==> src/rtl/lcdq_pkg.sv <==
// Shared types, codes and command tables for the LCD command queue sequencer.
package lcdq_pkg;

  localparam int ACTION_W  = 2;
  localparam int ID_W      = 4;
  localparam int DATA_W    = 8;
  localparam int TICK_W    = 16;
  localparam int RELOAD_W  = 15;
  localparam int COUNT_W   = 7;
  localparam int ENTRY_W   = ID_W + DATA_W;
  localparam int S_TDATA_W = 32;
  localparam int S_TUSER_W = ACTION_W;
  localparam int M_TDATA_W = 40;

  localparam logic [ACTION_W-1:0] ACT_PUSH  = 2'd0;
  localparam logic [ACTION_W-1:0] ACT_TICK  = 2'd1;
  localparam logic [ACTION_W-1:0] ACT_FLUSH = 2'd2;

  localparam logic [ID_W-1:0] ID_SET_DDRAM  = 4'd7;
  localparam logic [ID_W-1:0] ID_WRITE_DATA = 4'd8;
  localparam logic [ID_W-1:0] ID_INIT_WAIT  = 4'd9;
  localparam logic [ID_W-1:0] NUM_IDS       = 4'd10;

  localparam logic [TICK_W-1:0] UNKNOWN_TIME = 16'hFFFF;

  typedef struct packed {
    logic load;
    logic finish;
    logic advance;
  } lcdq_cmd_t;

  typedef struct packed {
    logic is_flush;
    logic flush_more;
    logic out_free;
  } lcdq_status_t;

  function automatic logic [DATA_W-1:0] id_mask(input logic [ID_W-1:0] id);
    logic [DATA_W-1:0] m;
    case (id)
      4'd0:    m = 8'h01;
      4'd1:    m = 8'h02;
      4'd2:    m = 8'h04;
      4'd3:    m = 8'h08;
      4'd4:    m = 8'h10;
      4'd5:    m = 8'h20;
      4'd6:    m = 8'h40;
      4'd7:    m = 8'h80;
      default: m = 8'h00;
    endcase
    return m;
  endfunction

  function automatic logic [RELOAD_W-1:0] id_wait(input logic [ID_W-1:0] id);
    logic [RELOAD_W-1:0] w;
    case (id)
      4'd0, 4'd1: w = 15'd50;
      4'd5:       w = 15'd2550;
      4'd9:       w = 15'h7fff;
      default:    w = 15'd2;
    endcase
    return w;
  endfunction

endpackage

==> src/rtl/lcdq_ram.sv <==
// Generic single-port-write, registered-read RAM.
module lcdq_ram #(
  parameter int WIDTH = 12,
  parameter int DEPTH = 128
) (
  input  logic                     clk,
  input  logic                     wr_en,
  input  logic [$clog2(DEPTH)-1:0] wr_addr,
  input  logic [WIDTH-1:0]         wr_data,
  input  logic [$clog2(DEPTH)-1:0] rd_addr,
  output logic [WIDTH-1:0]         rd_data
);

  logic [WIDTH-1:0] mem [DEPTH];

  always_ff @(posedge clk) begin
    if (wr_en) begin
      mem[wr_addr] <= wr_data;
    end
    rd_data <= mem[rd_addr];
  end

endmodule

==> src/rtl/lcdq_ctrl.sv <==
// Controller state machine: item accept, execute, flush walk.
module lcdq_ctrl import lcdq_pkg::*; (
  input  logic         clk,
  input  logic         rst,
  input  logic         s_tvalid,
  output logic         s_tready,
  input  lcdq_status_t status,
  output lcdq_cmd_t    cmd
);

  localparam logic [1:0] ST_IDLE  = 2'd0;
  localparam logic [1:0] ST_EXEC  = 2'd1;
  localparam logic [1:0] ST_FETCH = 2'd2;

  logic [1:0] state;
  logic [1:0] state_next;

  always_comb begin
    state_next  = state;
    s_tready    = 1'b0;
    cmd         = '0;
    case (state)
      ST_IDLE: begin
        s_tready = 1'b1;
        if (s_tvalid) begin
          cmd.load   = 1'b1;
          state_next = ST_EXEC;
        end
      end
      ST_EXEC: begin
        if (status.is_flush && status.flush_more) begin
          cmd.advance = 1'b1;
          state_next  = ST_FETCH;
        end else if (status.out_free) begin
          cmd.finish = 1'b1;
          state_next = ST_IDLE;
        end
      end
      ST_FETCH: begin
        state_next = ST_EXEC;
      end
      default: begin
        state_next = ST_IDLE;
      end
    endcase
  end

  always_ff @(posedge clk) begin
    if (rst) begin
      state <= ST_IDLE;
    end else begin
      state <= state_next;
    end
  end

endmodule

==> src/rtl/lcdq_dp.sv <==
// Datapath: item registers, queue pointers, wait counter, ring RAM, output register.
module lcdq_dp import lcdq_pkg::*; #(
  parameter int QUEUE_DEPTH = 128
) (
  input  logic                 clk,
  input  logic                 rst,
  input  logic [S_TDATA_W-1:0] s_tdata,
  input  logic [S_TUSER_W-1:0] s_tuser,
  output logic                 m_tvalid,
  input  logic                 m_tready,
  output logic [M_TDATA_W-1:0] m_tdata,
  input  lcdq_cmd_t            cmd,
  output lcdq_status_t         status
);

  localparam int IW = $clog2(QUEUE_DEPTH);
  localparam int CW = (IW + 1 > COUNT_W) ? IW + 1 : COUNT_W;
  localparam logic [IW-1:0] LAST_SLOT = IW'(QUEUE_DEPTH - 1);
  localparam logic [CW-1:0] DEPTH_C   = CW'(QUEUE_DEPTH);

  logic [ACTION_W-1:0] action;
  logic [ID_W-1:0]     cmd_id;
  logic [DATA_W-1:0]   cmd_data;
  logic [TICK_W-1:0]   elapsed;
  logic [IW-1:0]       head;
  logic [IW-1:0]       tail;
  logic [TICK_W-1:0]   remaining_wait;
  logic [RELOAD_W-1:0] reload_wait;

  logic [IW-1:0]       head_inc, tail_inc, head_next, tail_next;
  logic [TICK_W-1:0]   wait_next, wait_out;
  logic [RELOAD_W-1:0] reload_next;
  logic [ENTRY_W-1:0]  rd_data;
  logic [ID_W-1:0]     rd_id, eid;
  logic                empty, push_ok;
  logic                acc, strobe, rs;
  logic [DATA_W-1:0]   bus;
  logic [CW-1:0]       cnt_head, cnt_tail, count;

  lcdq_ram #(.WIDTH(ENTRY_W), .DEPTH(QUEUE_DEPTH)) u_ring (
    .clk     (clk),
    .wr_en   (cmd.finish && push_ok),
    .wr_addr (tail),
    .wr_data ({cmd_id, cmd_data}),
    .rd_addr (head),
    .rd_data (rd_data)
  );

  assign head_inc = (head == LAST_SLOT) ? '0 : head + 1'b1;
  assign tail_inc = (tail == LAST_SLOT) ? '0 : tail + 1'b1;
  assign empty    = (head == tail);
  assign rd_id    = rd_data[ENTRY_W-1:DATA_W];
  assign eid      = (rd_id >= NUM_IDS) ? ID_INIT_WAIT : rd_id;
  assign push_ok  = (action == ACT_PUSH) && (cmd_id < NUM_IDS) && (tail_inc != head);

  assign status.is_flush   = (action == ACT_FLUSH);
  assign status.flush_more = !empty && (rd_id == ID_WRITE_DATA || rd_id == ID_SET_DDRAM);
  assign status.out_free   = !m_tvalid || m_tready;

  always_comb begin
    acc         = push_ok;
    strobe      = 1'b0;
    rs          = 1'b0;
    bus         = '0;
    wait_next   = remaining_wait;
    reload_next = reload_wait;
    wait_out    = remaining_wait;
    head_next   = head;
    tail_next   = push_ok ? tail_inc : tail;
    if (action == ACT_TICK) begin
      if (remaining_wait != '0) begin
        if (elapsed == UNKNOWN_TIME) begin
          wait_next = {1'b0, reload_wait};
        end else if (elapsed >= remaining_wait) begin
          wait_next = '0;
        end else begin
          wait_next = remaining_wait - elapsed;
        end
        wait_out = wait_next;
      end else if (empty) begin
        wait_out = UNKNOWN_TIME;
      end else begin
        if (eid != ID_INIT_WAIT) begin
          strobe = 1'b1;
          rs     = (eid == ID_WRITE_DATA);
          bus    = rd_data[DATA_W-1:0] | id_mask(eid);
        end
        reload_next = id_wait(eid);
        wait_next   = {1'b0, reload_next};
        wait_out    = wait_next;
        head_next   = head_inc;
      end
    end
  end

  assign cnt_head = CW'(head_next);
  assign cnt_tail = CW'(tail_next);
  assign count    = (cnt_tail >= cnt_head) ? cnt_tail - cnt_head
                                           : cnt_tail + DEPTH_C - cnt_head;

  always_ff @(posedge clk) begin
    if (cmd.load) begin
      action   <= s_tuser;
      cmd_id   <= s_tdata[3:0];
      cmd_data <= s_tdata[11:4];
      elapsed  <= s_tdata[27:12];
    end
    if (cmd.finish) begin
      m_tdata <= {6'd0, count[COUNT_W-1:0], wait_out, bus, rs, strobe, acc};
    end
  end

  always_ff @(posedge clk) begin
    if (rst) begin
      head           <= '0;
      tail           <= '0;
      remaining_wait <= '0;
      reload_wait    <= '0;
      m_tvalid       <= 1'b0;
    end else begin
      if (cmd.advance) begin
        head <= head_inc;
      end else if (cmd.finish) begin
        head <= head_next;
      end
      if (cmd.finish) begin
        tail           <= tail_next;
        remaining_wait <= wait_next;
        reload_wait    <= reload_next;
      end
      if (cmd.finish) begin
        m_tvalid <= 1'b1;
      end else if (m_tready) begin
        m_tvalid <= 1'b0;
      end
    end
  end

endmodule

==> src/rtl/lcd_command_queue_sequencer_top.sv <==
// Top level of the LCD command queue sequencer.
//
// Input channel (s_*): one item per action. s_tuser carries the action
// (push, tick, flush; code 3 does nothing). s_tdata carries cmd_id,
// cmd_data and elapsed. Every accepted item yields exactly one result on
// the output channel (m_*): accepted flag, strobed bus write (register
// select and byte), remaining wait and the queue fill after the item.
// Items are handled one at a time. For push, tick and no-op, the item is
// first registered while the ring RAM reads the head entry; then the state
// is updated and the output register loaded once it is free. A flush also
// drops entries one by one, each step advancing the head and waiting on the
// single registered read port of the ring RAM for the next entry. s_tready
// is high only while no item is in progress; with a result pending, the
// next item is still accepted and its result waits for the output register.
// When the receiver stalls, the result stays in the output register and
// further results wait for it to be taken. Reset empties the queue, clears
// the wait counters and drops any pending result. The ring RAM has no
// clearing pass; only written entries are ever read.
module lcd_command_queue_sequencer_top import lcdq_pkg::*; #(
  parameter int QUEUE_DEPTH = 128
) (
  input  logic                 clk,
  input  logic                 rst,
  input  logic                 s_tvalid,
  output logic                 s_tready,
  input  logic [S_TDATA_W-1:0] s_tdata,  // cmd_id[3:0], cmd_data[11:4], elapsed[27:12], 0
  input  logic [S_TUSER_W-1:0] s_tuser,  // action[1:0]
  output logic                 m_tvalid,
  input  logic                 m_tready,
  output logic [M_TDATA_W-1:0] m_tdata   // accepted[0], bus_strobe[1], reg_select[2],
                                         // bus_data[10:3], wait_ticks[26:11],
                                         // queue_count[33:27], 0
);

  lcdq_cmd_t    cmd;
  lcdq_status_t status;

  lcdq_ctrl u_ctrl (
    .clk      (clk),
    .rst      (rst),
    .s_tvalid (s_tvalid),
    .s_tready (s_tready),
    .status   (status),
    .cmd      (cmd)
  );

  lcdq_dp #(.QUEUE_DEPTH(QUEUE_DEPTH)) u_dp (
    .clk      (clk),
    .rst      (rst),
    .s_tdata  (s_tdata),
    .s_tuser  (s_tuser),
    .m_tvalid (m_tvalid),
    .m_tready (m_tready),
    .m_tdata  (m_tdata),
    .cmd      (cmd),
    .status   (status)
  );

endmodule

==> config.mk <==
export PLATFORM = sky130hd
export DESIGN_NAME = lcd_command_queue_sequencer_top
export DESIGN_NICKNAME = d
export VERILOG_FILES = /design/src/rtl/lcdq_pkg.sv /design/src/rtl/lcdq_ram.sv /design/src/rtl/lcdq_ctrl.sv /design/src/rtl/lcdq_dp.sv /design/src/rtl/lcd_command_queue_sequencer_top.sv
export SDC_FILE = /design/constraint.sdc
export NUM_CORES = 2
export LEC_CHECK = 0
export BUFFER_PORTS_ARGS = -buffer_cell sky130_fd_sc_hd__buf_2
export CAP_MARGIN = 20
export CORE_ASPECT_RATIO = 0.75
export CORE_UTILIZATION = 24
export DETAILED_ROUTE_END_ITERATION = 12
export GPL_TIMING_DRIVEN = 0
export PLACE_DENSITY_LB_ADDON = 0.15
export SETUP_SLACK_MARGIN = 0.3
export SYNTH_ARGS = -nofsm -noshare
export SYNTH_HDL_FRONTEND = slang
export SYNTH_SLANG_ARGS = --single-unit
==> constraint.sdc <==
create_clock -name clk -period 6.65 [get_ports clk]
set_input_delay 0 -clock clk [delete_from_list [all_inputs] [get_ports clk]]
set_output_delay 0 -clock clk [all_outputs]
set_load 0.01 [all_outputs]
# --- Word level (Yosys, flattened, before mapping) ---
# Memories as Yosys holds them, arrays and structs flattened. A register that Yosys moved wholly into a read port is not among the register bits.
# Cells that the tools add are included.
classes:
  n_eq_ne: 19
  add_sub_neg: 6
  reduce_logical: 21
  mux: 39
  magnitude_cmp: 4
  bitwise_logic: 5
ops:
  columns: ["operator", "n"]
  rows:
  - ["$mux 16", 7]
  - ["$mux 7", 9]
  - ["$pmux 15 s3", 1]
  - ["$mux 8", 5]
  - ["$add 7x1->7 const B", 3]
  - ["$eq 16x16->1 const B", 1]
  - ["$ge 16x16->1", 1]
  - ["$reduce_bool 16->1", 1]
  - ["$sub 16x16->16", 1]
  - ["$eq 7x7->1 const B", 2]
  - ["$sub 7x7->7", 2]
  - ["$eq 4x4->1 const B", 3]
  - ["$mux 1", 11]
  - ["$eq 4x3->1 const B", 2]
  - ["$mux 2", 4]
  - ["$or 8x8->8", 1]
  - ["$eq 7x7->1", 1]
  - ["$ge 7x7->1", 1]
  - ["$ne 7x7->1", 1]
  - ["$pmux 2 s3", 1]
  - ["$logic_and 1x1->1", 5]
  - ["$eq 2x1->1 const B", 2]
  - ["$eq 2x2->1 const B", 2]
  - ["$eq 4x1->1 const B", 1]
  - ["other kinds (18)", 26]
totals:
  n_memories: 2
  inputBits: 38
  mem_bits_rw: 1536
  wordCells: 109
  rom_bits: 64
  reg_bits: 112
  out_inout_bits: 42
memory_table:
  columns: ["memory", "words", "word_bits", "rd", "rd_ports_with_merged_regs", "write_ports", "line_no", "rtl"]
  rows:
  - ["u_dp.u_ring.mem", 128, 12, 1, 1, 1, "lcdq_ram.sv:14", "logic [WIDTH-1:0] mem [DEPTH];"]
  - ["(name not given)", 8, 8, 1, 0, 0, "lcdq_pkg.sv:40", "case (id)"]

# --- Longest topological paths before layout ---
depth:
  ltp_word: 9
  depth_mapped: 18
  depth_no_buf: 17

# --- Modules after synthesis ---
# From an unflattened synthesis, not the netlist that was laid out.
unflattened:
  hier_cells: 2985
  area_unflattened_um2: 65123.7
by_module_without_submodules:
  columns: ["module", "n_inst", "area_each_um2", "cells_per_inst", "seq_area_each_um2"]
  rows:
  - ["lcdq_ram", 1, 59128.0, 2362, 46364.5]
  - ["lcdq_dp", 1, 5868.1, 609, 2622.5]
  - ["lcdq_ctrl", 1, 127.6, 14, 40.0]

# --- Least setup slack after synthesis ---
# No wires, ideal clock.
synth_timing:
  kind: "register -> register"
  from: "register u_dp.tail[2]"
  to: "memory u_dp.u_ring.mem[111][0], enable pin"
  t_arrival_ps: 3795
  setup_slack_ps: 2475
  path_stages_with_launch: 10
  required_time_ps: 6270
  n_path_buf: 3
  synth_period_minus_slack_ps: 4175
  cell_sequence: "dfxtp_1 > buf_4 > xor2_2 > nor4_4 > nand2_2 > a211oi_2 > clkbuf_1 > nand3_1 > buf_2 > nor2_1"
synth_rtl:
  columns: ["item", "line_no", "rtl"]
  rows:
  - ["start, declared", "lcdq_dp.sv:26", "logic [IW-1:0] tail;"]
  - ["start signal, assigned", "lcdq_dp.sv:127", "tail <= tail_next;"]
  - ["end, declared", "lcdq_ram.sv:14", null]

==> run summary <==
sequential area share after synthesis - 75.77%
Sequential Power Share - 52.9%
starting density of the core - 24.22%
CP peak stage delay - 0.91 ns
I/O Pins - 80
total grt overflow - 0
row cnt - 164
hold slack - 0.1131 ns
gr usage total - 14.77%
Yosys top cell area share - 74.25%
Cell Area, Synth - 64,700 um^2
Worst Path Required - 7.18 ns
P_int - 17,150 uW
layout cell share with drive strength beyond 1 - 30.10%
final cell count without fillers - 7,249
fmax - 182.8 MHz
R2R Path Start - u_dp.head[1]
Worst EP arrival - 6.00 ns
Crit Path Max Fanout - 21
R2R Setup Slk - 1.18 ns
die area - 271,700 um^2
status - finished clean
worst setup path category - flop to flop
reg2reg end - u_dp.u_ring.mem[54][11]
clock network power share - 44.3%
first-pass GRT wire length - 280,300 um
drc violations - 0
fin crit share - 82.28%
count of final setup violators - 0
GPL Wtd Cong - 0.8255
Synth Area per Inst - 21.35 um^2
critical path cell sequence - clkbuf_1 -> xor2_1 -> nor3_2 -> nand2_2 -> a211oi_2 -> clkbuf_2 -> nand4_1 -> buf_2 -> nor2_1 -> buf_6
Total Power - 21,720 uW
largest net degree at the start of global routing - 32
drt initial violations - 3,478
Clock Tree Root - clkbuf_16
CTS buffer count - 173
dominant synthesized flop cell - edfxtp_1
Post-synth EDFFs - 1,600
Power Density - 273.9 nW/um^2
DP Cell Count - 6,873
Critical Path Source - u_dp.head[1]
Final nets - 3,614
Max Slew Vio Count - 0
Async S/R FF share, synth - 0%
Util after Layout - 29.68%
number of H-tree branching levels - 4
Worst-Skew Late Latency - 0.82 ns
area delta synth->final - 22.54%
initial antenna violation count - 19
maxcap violations - 0
worst-case clock buffer depth - 4
R2R depth - 10
number of global-route vias before repair - 33,103
DRT Pass-1 Iters - 5
crit path launch type - flop
final wirelength - 204,100 um
Rel. slew slack - 19.21%
Core Region - 267,200 um^2
Switch Pwr - 4563 uW
I/O Buffers - 69
area leader, netlist - edfxtp_1
final antenna-violating net count - 0
HP Class - input port to flop
vias per cell - 4.534
hold-fix buffer count after cts - 65
Synth Register Bits - 1,649
die height - 451.7 um
drt wl/cell - 28.16 um
register clock-pin slew on the reported worst setup and hold paths - 0.06 ns
post-CTS setup buffers - 0
Sw Ratio - 21.01%
synth unique cells - 69
clk sinks - 1,649
die width - 601.6 um
Critical Path Slowest Stage Cell - nand4_1
Gate power share - 2.9%
Least-Margin Pin Slew - 1.207 ns
PostCTS Resize Cnt - 0
Synth Warn # - 0
Gate Count Post-Synth - 3,030
Via Count - 32,868
Fin Setup TNS - 0 ns
Tmin final - 5.472 ns
leakage - 0.02407 uW
Peak VDD IR - 0.2110 mV
RSZ-0062 raised after global routing - no
critical path endpoint - u_dp.u_ring.mem[54][11]
dpl hpwl - 144,800 um
Hold Vio Cnt, Final - 0
Synth area leaders - edfxtp_1 (74%), mux4_2 (16%), dfxtp_1 (1.5%)
clk_skew - 0.05143 ns
CP Capture Type - flop
CTS tree - built
power by group through the flow:
stage          registers [uW]  clock network (uW)  logic, uW
2_1_floorplan           11800                   0        137
3_3_place_gp            12000                   0        237
3_5_place_dp            11700                   0        602
4_1_cts                 11500                9870        631
5_1_grt                 11500               10200        670
6_report                11500                9610        623
metal layers:
metal	GRT usage, %	vias up	wire (um)
li1	-	13708	-
met1	22.75	17988	100400
met2	21.07	955	85970
met3	3.355	217	13990
met4	2.890	0	3748
met5	0	-	0
cell usage in the layout (no fill, tap or decap), drive strengths merged, types with 22 or more instances in the layout:
master       count
ha              24
o21ai           26
buf            372
inv             41
a211oi          22
edfxtp        1600
clkbuf         284
dlygate4sd3     65
nor2           226
nand4           22
nand2           61
a21oi           48
a22oi           51
mux4           468
dfxtp           49
nand3           22
mux2i           31
clkinv          64
critical path: cells and delay by family (launching register included):
family / cells / cell delay [ns]
AO/OA/AOI/OAI: 1 / 0.29
XOR/XNOR: 1 / 0.17
buffers and inverters: 4 / 2.16
flip-flops: 1 / 0.34
AND/OR/NAND/NOR: 4 / 2.19
metrics by stage:
step                setup WS, ns  cell area (um^2)
finish                     1.178             79290
global route              0.9855             79280
CTS                        1.136             79180
detailed placement         1.174             73160
global placement          -1.334             69530
floorplan                  2.475             64720
state kept, by name, summed over array words and instances (netlist names), 6 cells and up, named ones only:
signal and flops:
u_dp.elapsed 16, u_dp.head 7, u_dp.remaining_wait 16, u_dp.u_ring.mem 1536
u_dp.cmd_data 8, u_dp.tail 6, u_dp.u_ring.rd_data 12, u_dp.m_tdata 34
layout make-up:
| cell class | count | area [um^2] |
|---|---|---|
| clock buffers | 210 | 4511 |
| flip-flops and latches | 1649 | 49030 |
| multi-input cells | 1178 | 14900 |
| clock inverters | 89 | 858.3 |
| repair buffers | 340 | 4593 |
| fillers | 26096 | 187900 |
| well taps | 3569 | 4466 |
| plain buffers | 171 | 775.7 |
| diodes | 6 | 15.01 |
| inverters | 37 | 138.9 |
cell families (layout without fill, tap and decap cells):
logic type      after synthesis  in the layout  synth area share [%]
compound gates              202            202                 2.119
xor+xnor                     34             34                0.4718
fa+ha+maj                    26             26                0.5260
buf+inv                     208            847                 1.402
flops                      1649           1649                 75.77
mux                         501            501                 16.80
other cells                   1             12              0.005796
simple gates                409            409                 2.901
how the worst min path moves through the flow:
stage                     depth (start not counted)        from          endpoint  slack, ns
after floorplan                                   0  s_tuser[0]    u_dp.action[0]        0.1
after global placement                            1  s_tdata[9]  u_dp.cmd_data[5]       0.18
after detailed placement                          1  s_tdata[5]  u_dp.cmd_data[1]       0.18
after CTS                                         5    m_tready     u_dp.m_tvalid       0.04
after global routing                              5    m_tready     u_dp.m_tvalid       0.13
final                                             5    m_tready     u_dp.m_tvalid       0.11
Yosys cell counts, drive strengths merged, types with 3 or more instances:
library cell,number
or4,3
mux4,468
inv,37
a211oi,22
nor2,226
o211ai,16
nand2,61
edfxtp,1600
o21bai,6
a31oi,3
a21oi,48
dfxtp,49
a22oi,51
xnor2,17
a21o,3
nor3,14
o21ai,26
clkbuf,74
o211a,5
nand4,22
nand3,22
o21a,5
xor2,17
and3,7
and2,6
nor4,6
or3,7
mux2i,31
buf,97
ha,24
nor2b,14
nand2b,9
No activity file was read; power rests on OpenSTA's default activity.
